`src/design/iop_pkg.sv`:
```
`timescale 1ns / 1ps

package iop_pkg;

  // Geometry of the coverage store
  localparam int unsigned TIME_SLOTS = 65536;
  localparam int unsigned COUNT_BITS = 16;
  localparam int unsigned SLOT_BITS  = $clog2(TIME_SLOTS);
  localparam int unsigned POS_BITS   = SLOT_BITS + 1;

  // Running prefix sum of the delta store, modulo 2^ACC_BITS
  localparam int unsigned ACC_BITS   = COUNT_BITS + 16;

  // Fixed port widths
  localparam int unsigned START_BITS = 16;
  localparam int unsigned END_BITS   = 17;
  localparam int unsigned CMP_BITS   = 24;

  localparam logic [COUNT_BITS-1:0] COUNT_MAX = '1;

  typedef enum logic [3:0] {
    ST_CLEAR,
    ST_IDLE,
    ST_LOAD,
    ST_ADD_START,
    ST_SUB_END,
    ST_SCAN,
    ST_WAIT,
    ST_FINISH,
    ST_EMIT
  } iop_state_e;

  // One slot of the scan stream into the plateau tracker
  typedef struct packed {
    logic                  valid;
    logic                  finish;
    logic [SLOT_BITS-1:0]  slot;
    logic [COUNT_BITS-1:0] count;
  } iop_track_t;

endpackage

```
`src/design/iop_plateau.sv`:
```
`timescale 1ns / 1ps

module iop_plateau (
  input  logic                                clk_i,
  input  logic                                rst_ni,
  input  iop_pkg::iop_track_t                 trk_i,
  output logic [iop_pkg::COUNT_BITS-1:0]      best_count_o,
  output logic [iop_pkg::SLOT_BITS-1:0]       best_left_o,
  output logic [iop_pkg::POS_BITS-1:0]        best_right_o
);

  logic                              have_q, have_d;
  logic [iop_pkg::COUNT_BITS-1:0]    run_h_q;
  logic [iop_pkg::SLOT_BITS-1:0]     run_left_q;
  logic [iop_pkg::POS_BITS-1:0]      run_len_q;
  logic [iop_pkg::COUNT_BITS-1:0]    best_h_q;
  logic [iop_pkg::SLOT_BITS-1:0]     best_l_q;
  logic [iop_pkg::POS_BITS-1:0]      best_len_q;
  logic [iop_pkg::POS_BITS-1:0]      best_r_q;

  logic                              first_slot;
  logic                              close;
  logic                              take;
  logic [iop_pkg::POS_BITS-1:0]      close_right;

  always_comb begin
    first_slot  = trk_i.valid && (trk_i.slot == '0);
    close       = (trk_i.valid && !first_slot && (trk_i.count != run_h_q)) || trk_i.finish;
    // Higher count wins, then longer run, then the later one
    take        = !have_q || (run_h_q > best_h_q) ||
                  ((run_h_q == best_h_q) && (run_len_q >= best_len_q));
    close_right = trk_i.finish ? iop_pkg::POS_BITS'(iop_pkg::TIME_SLOTS)
                               : iop_pkg::POS_BITS'(trk_i.slot);
    have_d      = have_q;
    if (first_slot) begin
      have_d = 1'b0;
    end else if (close && take) begin
      have_d = 1'b1;
    end
  end

  always_ff @(posedge clk_i or negedge rst_ni) begin
    if (!rst_ni) begin
      have_q <= 1'b0;
    end else begin
      have_q <= have_d;
    end
  end

  always_ff @(posedge clk_i) begin
    if (close && take && !first_slot) begin
      best_h_q   <= run_h_q;
      best_l_q   <= run_left_q;
      best_len_q <= run_len_q;
      best_r_q   <= close_right;
    end
    if (trk_i.valid) begin
      if (first_slot || (trk_i.count != run_h_q)) begin
        run_h_q    <= trk_i.count;
        run_left_q <= trk_i.slot;
        run_len_q  <= iop_pkg::POS_BITS'(1);
      end else begin
        run_len_q  <= run_len_q + iop_pkg::POS_BITS'(1);
      end
    end
  end

  assign best_count_o = best_h_q;
  assign best_left_o  = best_l_q;
  assign best_right_o = best_r_q;

endmodule

```
`config.mk`:
```
export PLATFORM = sky130hd
export DESIGN_NAME = iop_plateau
export DESIGN_NICKNAME = d
export VERILOG_FILES = /design/src/design/iop_pkg.sv /design/src/design/iop_plateau.sv
export SDC_FILE = /design/constraint.sdc
export NUM_CORES = 1
export LEC_CHECK = 0
export BUFFER_PORTS_ARGS = -buffer_cell sky130_fd_sc_hd__buf_4
export CAP_MARGIN = 10
export CORE_ASPECT_RATIO = 1.1
export CORE_MARGIN = 3
export CORE_UTILIZATION = 35
export DETAILED_ROUTE_END_ITERATION = 16
export GPL_TIMING_DRIVEN = 0
export MAX_ROUTING_LAYER = met4
export SLEW_MARGIN = 10
export SYNTH_ARGS = -nofsm -noshare
export SYNTH_HDL_FRONTEND = slang
export SYNTH_SLANG_ARGS = --single-unit
export TNS_END_PERCENT = 20
```
`constraint.sdc`:
```
create_clock -name clk_i -period 9.5 [get_ports clk_i]
set_clock_uncertainty 0.05 [all_clocks]
set_input_delay 0.475 -clock clk_i [delete_from_list [all_inputs] [get_ports clk_i]]
set_output_delay 0.475 -clock clk_i [all_outputs]
set_load 0.02 [all_outputs]
```
======== Word level (Yosys, flattened, before mapping) ========
Cells that the tools add are included.
word-level totals
  bits in registers ....................... 116
  bits of input ports ..................... 36
  output and inout bits ................... 49
  logic and storage cells ................. 32
cells by class
  add/sub/neg operators ................... 1
  order comparisons ....................... 2
  eq/ne operators ......................... 2
  muxes and demuxes ....................... 3
  reduce and logical (&&, ||, !) cells .... 15
operators with widths
  kind                                            count
  adder 17 x 1 -> 17 bit (second input constant)  1
  greater-or-equal comparator 17 bit              1
  2-to-1 mux 17 bit                               1
  equality test 16 bit                            1
  greater-than comparator 16 bit                  1
  zero test 16 bit                                1
  != test 16 bit                                  1
  logical AND 1 bit                               6
  logical OR 1 bit                                4
  zero test 1 bit                                 2
  2-to-1 mux 1 bit                                2
  AND reduction 2 bit                             1
  nonzero test 2 bit                              1

======== Depth between registers and ports, before layout ========
Gate-level depths: netlist (run 1).
  depth after elaboration ................. 9
  depth in mapped cells ................... 8

======== Least setup slack after synthesis (run 1) ========
No wires, ideal clock.
  path kind ............................... reg2reg
  from .................................... register best_h_q (netlist bit best_count_o[1])
  to ...................................... register best_h_q (netlist bit best_count_o[0]) (enable)
  data arrival time ....................... 7.923 ns
  data required time ...................... 8.797 ns
  slack ................................... 0.873 ns
  stages on the path, launching flop included .. 9
  period minus slack after synthesis ...... 8.627 ns
  cells stage by stage .................... edfxtp_1 -> inv_1 -> ha_1 -> nor2b_1 -> o211ai_1 -> a21oi_1 -> nor3_1 -> o311a_1 -> nor4_1
between the ends
  word-level cells in the longest chain between the ends .. 5
  elaborated cells on any way between the ends .. 7
  classes of those cells .................. order compare: 1; eq/ne: 1; reduce/logical: 5
ends and longest elaborated chain
  element                                                                 line                                  text
  start, declared                                                         iop_plateau.sv:16                     logic [iop_pkg::COUNT_BITS-1:0] best_h_q;
  start signal, assigned                                                  iop_plateau.sv:52                     best_h_q <= run_h_q;
  greater-than comparator 16 bit or equality test 16 bit (tied branches)  iop_plateau.sv:30, iop_plateau.sv:31
  logical OR 1 bit or logical AND 1 bit (tied branches)                   iop_plateau.sv:30, iop_plateau.sv:31
  logical OR 1 bit *                                                      iop_plateau.sv:30                     take = !have_q || (run_h_q > best_h_q) ||
  logical AND 1 bit * (2 in a row)                                        iop_plateau.sv:51                     if (close && take && !first_slot) begin
Every way passes the cells marked *; elsewhere a longest branch is shown, timed or not.
A chain may end at the register's enable or synchronous reset.

======== Worst setup path after layout (run 1) ========
  from .................................... register run_h_q[7] in the netlist's numbering
  to ...................................... register best_r_q (netlist bit best_right_o[4]) (enable)
between the ends
  word-level cells in the longest chain between the ends .. 5
  elaborated cells on any way between the ends .. 10
  classes of those cells .................. order compare: 1; eq/ne: 2; reduce/logical: 7
ends and longest elaborated chain
  element                                                 line                                  text
  start, declared                                         iop_plateau.sv:13                     logic [iop_pkg::COUNT_BITS-1:0] run_h_q;
  start signal, assigned                                  iop_plateau.sv:59                     run_h_q <= trk_i.count;
  greater-than comparator 16 bit (tied with other cells)  iop_plateau.sv:30
  logical OR 1 bit (tied with other cells)                iop_plateau.sv:30
  logical OR 1 bit, on equally long branches              iop_plateau.sv:30, iop_plateau.sv:28
  logical AND 1 bit * (2 in a row)                        iop_plateau.sv:51
  end signal, assigned                                    iop_plateau.sv:55                     best_r_q <= close_right;
  end, declared                                           iop_plateau.sv:19                     logic [iop_pkg::POS_BITS-1:0] best_r_q;
Marks and branches as above.

==> results of run 1 <==
==> worst paths after layout <==
kind,slack (ns),endpoint,from,cells past startpoint
setup / recovery,5.70,best_right_o[4],run_h_q[7],12
hold / removal,0.22,run_left_q[9],trk_i[25],1
setup reg to reg,5.70,best_right_o[4],run_h_q[7],12
hold reg to reg,0.37,best_left_o[4],run_left_q[4],0
max in group asynchronous,8.95,have_q,rst_ni,2
min in group asynchronous,0.36,have_q,rst_ni,2
==> placed cells by master (no fill, tap or decap), types with 7 or more instances in the layout <==
cell type    n
clkbuf_16   17
edfxtp_1   115
nor4_1       8
xor2_1      25
inv_1       36
nand2_1      8
a21oi_1     14
nand3_1      7
nor2_1      19
o21ai_0      8
buf_4       92
nor2b_1     20
nand4_1     13
ha_1        34
==> per-stage QoR <==
step | power (W) | setup WS [ns] | util [%] | cells | area, um^2
after floorplan | 0.000769 | 0.873 | - | 339 | 5020
after global placement | 0.000862 | -2.84 | 42.3 | 611 | 5880
after detailed placement | 0.000865 | 5.68 | 43.1 | 622 | 5990
after CTS | 0.00152 | 5.66 | 47.5 | 655 | 6610
after global routing | 0.00156 | 5.32 | 47.5 | 655 | 6610
final | 0.00150 | 5.70 | 47.5 | 655 | 6610
==> kinds of logic after synthesis <==
group | after synthesis | share of synthesized area (%)
DFF | 116 | 69.3
adders and majority gates | 34 | 8.48
and+or+nand+nor | 89 | 9.97
buffers and inverters | 39 | 3.39
AOI/OAI and AO/OA | 32 | 3.79
xor gates and xnor gates | 29 | 5.06
==> where the power goes <==
group	internal (W)	switching, W
Combinational	0.0000847	0.000115
Sequential	0.000628	0.0000232
Clock	0.000414	0.000233
==> worst max-delay path, stage by stage (launching register included) <==
cell,delay [ns]
edfxtp_1,0.43
ha_1,0.34
nand4_1,0.16
nor4_1,0.52
nor3_1,0.09
o311a_1,0.14
nor4_2,0.65
buf_4,0.28
buf_4,0.18
buf_6,0.15
buf_6,0.14
buf_4,0.18
buf_4,0.19
==> state kept, by name (all words and copies together), names as in the netlist <==
name and cells:
best_count_o 16, best_right_o 17, best_left_o 16, have_q 1, run_h_q 16, run_len_q 17, best_len_q 17, run_left_q 16
==> metal layers <==
metal  vias to the layer above  global-route usage (%)
met3                        19                    3.75
met2                        66                    21.4
met5                         -                       -
met1                      1432                    17.4
met4                         0                    6.37
li1                       1487                       -
==> layout make-up <==
| cell class | count | area (um^2) |
|---|---|---|
| timing repair buffer | 96 | 743 |
| sequential | 116 | 3480 |
| clock buffer | 17 | 425 |
| clock inverter | 15 | 179 |
| buffer | 3 | 35.0 |
| tap | 188 | 235 |
| inverter | 36 | 135 |
| multi-input combinational | 184 | 1380 |
| fill | 1262 | 7300 |
==> impl_metrics.env, run 1 <==
export IMPL_port_buffers=84
export IMPL_antenna_diode_count=0
export IMPL_hpwl_um=7330
export IMPL_synth_top_area_cell="edfxtp_1"
export IMPL_cp_end_kind="flop"
export IMPL_met1_length_um=4560
export IMPL_synth_nets=409
export IMPL_clk_latency_ns=0.40
export IMPL_rows=45
export IMPL_htree_levels=4
export IMPL_synth_top_flop_cell="edfxtp_1"
export IMPL_finalWeightedCongestion=0.772
export IMPL_grt_pass1_wl_um=16600
export IMPL_synthMostInstantiatedCell="edfxtp_1"
export IMPL_min_path_type="input pin to flop"
export IMPL_drtAntennaViolNets=0
export IMPL_cts_sinks=116
export IMPL_hold_worst_slack_ns=0.215
export IMPL_crit_required_ns=9.55
export IMPL_drt_wl_total_um=10100
export IMPL_tightest_slew_ns=0.674
export IMPL_wl_met2_um=4910
export IMPL_p_leak_nw=2.64
export IMPL_critPathMaxFanout=8
export IMPL_synth_edf_count=115
export IMPL_cts_max_path_buffers=2
export IMPL_io_pins=85
export IMPL_syn_area_um2=5020
export IMPL_worst_setup_path_type="flop to flop"
export IMPL_rsz0062_at_grt="no"
export IMPL_cts_buffers=17
export IMPL_cts_resized=0
export IMPL_p_per_area_nw_per_um2=227
export IMPL_cts_tree="built"
export IMPL_grt_remaining_overflow=0
export IMPL_fmax_ghz=0.263
export IMPL_synth_common_cells="edfxtp_1, inv_1, ha_1, xor2_1, nor2b_1"
export IMPL_wl_per_cell_um=15.4
export IMPL_synth_cells=339
export IMPL_async_reset_ff_share_pct=0.862
export IMPL_core_um2=13900
export IMPL_synth_distinct_cells=31
export IMPL_setup_viol=0
export IMPL_max_cap_violations=0
export IMPL_routed_via_count=3004
export IMPL_die_y_um=132
export IMPL_fin_nets=524
export IMPL_synth_avg_cell_area_um2=14.8
export IMPL_first_pass_iters=4
export IMPL_via_per_inst=4.59
export IMPL_ys_warn_count=0
export IMPL_max_slew_margin_pct=53.9
export IMPL_met3_length_um=396
export IMPL_clk_pin_slew_worst_paths_ns=0.06
export IMPL_cts_hold_buf=1
export IMPL_finalMaxSlewViolations=0
export IMPL_synth_area_leaders="edfxtp_1, ha_1, xor2_1"
export IMPL_grt_pass1_vias=3232
export IMPL_run_status="finished clean"
export IMPL_cts_root_buf="clkbuf_16"
export IMPL_yosysSeqAreaShare_pct=69.3
export IMPL_drive_gt1_share_pct=28.5
export IMPL_hold_violations=0
export IMPL_drt_iter0_drc=151
export IMPL_worstPathArrival_ns=3.85
export IMPL_die_w_um=120
export IMPL_fin_crit_sh_pct=40.0
export IMPL_grt_antenna_before_repair=0
export IMPL_syn2layout_area_growth_pct=31.7
export IMPL_setup_tns_ns=0
export IMPL_ys_ff_latch=116
export IMPL_vdd_ir_drop_worst_v=0.000149
export IMPL_post_cts_buffers=0
export IMPL_track_usage_pct=14.0
export IMPL_crit_path_start_kind="flop"
export IMPL_start_util_pct=36.1
export IMPL_drcViolationCount=0
export IMPL_synth_top_cell_area_share_pct=68.8
export IMPL_dr_max_layer_used="met4"
export IMPL_dieArea_um2=15800
export IMPL_period_minus_slack_ns=3.80
export IMPL_grt_start_max_net_pins=32
No activity file was read; power rests on OpenSTA's default activity.
==> run 2, diff against run 1 <==
==> constraint.sdc (replaced) <==
create_clock -name clk_i -period 3.8 [get_ports clk_i]
set_clock_uncertainty 0.05 [all_clocks]
set_input_delay 0.19 -clock clk_i [delete_from_list [all_inputs] [get_ports clk_i]]
set_output_delay 0.19 -clock clk_i [all_outputs]
set_load 0.02 [all_outputs]
==> impl_metrics.env, run 2 (synthesis gave the netlist of run 1 again) <==
export IMPL_track_usage_pct=14.2
export IMPL_fillCellCount=1207
export IMPL_dp_slack_ns=0.397
export IMPL_drive_gt1_share_pct=25.7
export IMPL_path_common_cell="buf_8"
export IMPL_via_per_inst=4.57
export IMPL_crit_family="simple AND/OR/NAND/NOR gates"
export IMPL_place_area_um2=5980
export IMPL_crit_path_start_kind="flop"
export IMPL_mostFrequentLayoutCells="edfxtp_1, buf_4, inv_1, ha_1, dlygate4sd3_1"
export IMPL_min_path_type="input pin to flop"
export IMPL_port_buffers=84
export IMPL_fin_nets=551
export IMPL_die_w_um=120
export IMPL_setup_viol=0
export IMPL_grt_pass1_wl_um=16900
export IMPL_drcViolationCount=0
export IMPL_min_from="trk_i[32]"
export IMPL_post_cts_buffers=0
export IMPL_grt_start_max_net_pins=33
export IMPL_die_y_um=132
export IMPL_wl_per_cell_um=15.0
export IMPL_fin_ws_ns=0.372
export IMPL_vdd_ir_drop_worst_v=0.000305
export IMPL_cts_buffers=17
export IMPL_cts_resized=0
export IMPL_crit_chain="ha_1 -> nand4_1 -> nor4_1 -> o2111ai_1 -> a2111oi_0 -> nor4_4 -> buf_8 -> buf_8 -> buf_6"
export IMPL_post_route_util_pct=50.0
export IMPL_hpwl_um=7250
export IMPL_fin_crit_sh_pct=90.2
export IMPL_htree_levels=4
export IMPL_startpoint="run_h_q[7]"
export IMPL_clk_pin_slew_worst_paths_ns=0.05
export IMPL_core_um2=13900
export IMPL_finalMaxSlewViolations=0
export IMPL_max_cap_violations=0
export IMPL_period_minus_slack_ns=3.43
export IMPL_final_area_um2=6950
export IMPL_fmax_ghz=0.292
export IMPL_hold_violations=0
export IMPL_hold_worst_slack_ns=0.0337
export IMPL_cts_max_path_buffers=2
export IMPL_syn2layout_area_growth_pct=38.4
export IMPL_slowest_delay_ns=0.73
export IMPL_start_util_pct=36.1
export IMPL_cts_hold_buf=33
export IMPL_run_status="finished clean"
export IMPL_drt_iter0_drc=88
export IMPL_drt_wl_total_um=10200
export IMPL_tightest_slew_ns=0.889
export IMPL_final_cells=682
export IMPL_drtAntennaViolNets=0
export IMPL_critPathMaxFanout=12
export IMPL_grt_antenna_before_repair=0
export IMPL_grt_remaining_overflow=0
export IMPL_r2r_start="run_h_q[7]"
export IMPL_cts_root_buf="clkbuf_16"
export IMPL_rsz0062_at_grt="no"
export IMPL_cts_tree="built"
export IMPL_max_slew_margin_pct=39.2
export IMPL_first_pass_iters=4
export IMPL_io_pins=85
export IMPL_worstPathArrival_ns=3.55
export IMPL_grt_pass1_vias=3291
export IMPL_placed_cells=617
export IMPL_clk_latency_ns=0.41
export IMPL_antenna_diode_count=0
export IMPL_mostFrequentLayoutCell="edfxtp_1"
export IMPL_cp_end_kind="flop"
export IMPL_cts_sinks=116
export IMPL_p_per_area_nw_per_um2=557
export IMPL_routed_via_count=3119
export IMPL_cp_slowest_cell="a2111oi_0"
export IMPL_rows=45
export IMPL_p_leak_nw=2.77
export IMPL_worst_setup_path_type="flop to flop"
export IMPL_critPathBufInv=3
export IMPL_crit_required_ns=3.92
export IMPL_finalWeightedCongestion=0.775
export IMPL_dieArea_um2=15800
==> run 2: cell types whose count changed in the layout (fill, tap and decap cells not counted), moves of 2 or more <==
cell           before  now
buf_4              92   84
buf_8               0    3
bufinv_16           3    5
clkinv_4            3    1
dlygate4sd3_1       1   33
inv_6               3    1
==> run 2: path summary, 6_finish.rpt <==
kind | cells past startpoint | slack (ns) | end
max | 9 | 0.37 | best_right_o[2]
min | 1 | 0.03 | best_right_o[16]
max reg2reg | 9 | 0.37 | best_right_o[2]
min reg2reg | 0 | 0.36 | best_left_o[7]
max in group asynchronous | 2 | 3.54 | have_q
min in group asynchronous | 2 | 0.07 | have_q
==> run 2: where the power goes <==
| part | internal (W) | total, W | switching, W |
|---|---|---|---|
| clock | 0.00116 | 0.00172 | 0.000557 |
| combinational | 0.000232 | 0.000526 | 0.000293 |
| sequential | 0.00157 | 0.00163 | 0.0000596 |
==> run 2: worst reg2reg max path, stage by stage (launching register included) <==
cell       delay, ns
edfxtp_1        0.43
ha_1            0.35
nand4_1         0.16
nor4_1          0.55
o2111ai_1       0.17
a2111oi_0       0.73
nor4_4          0.22
buf_8           0.23
buf_8           0.15
buf_6           0.15
==> run 2: layout make-up <==
class / count / area (um^2) / share of cell area [%]
buffer: 3 / 35.0 / 0.504
clock buffer: 18 / 429 / 6.18
sequential: 116 / 3480 / 50.1
timing repair buffer: 123 / 1040 / 15.0
multi-input combinational: 184 / 1390 / 20.0
clock inverter: 14 / 209 / 3.01
tap: 188 / 235 / 3.39
inverter: 36 / 135 / 1.94
==> run 2: stage by stage <==
stage / power, W / setup TNS, ns
final: 0.00387 / 0
after global routing: 0.00402 / 0
after CTS: 0.00391 / 0
after detailed placement: 0.00216 / 0
after global placement: 0.00213 / -109.32
after floorplan: 0.00191 / -24.68
==> run 2: layer usage <==
| metal | vias to the layer above | wire (um) | track usage, % |
|---|---|---|---|
| met5 | - | 0 | - |
| met4 | 0 | 196 | 6.11 |
| met3 | 20 | 397 | 3.66 |
| met2 | 69 | 5040 | 22.5 |
| met1 | 1486 | 4620 | 17.2 |
| li1 | 1544 | - | - |
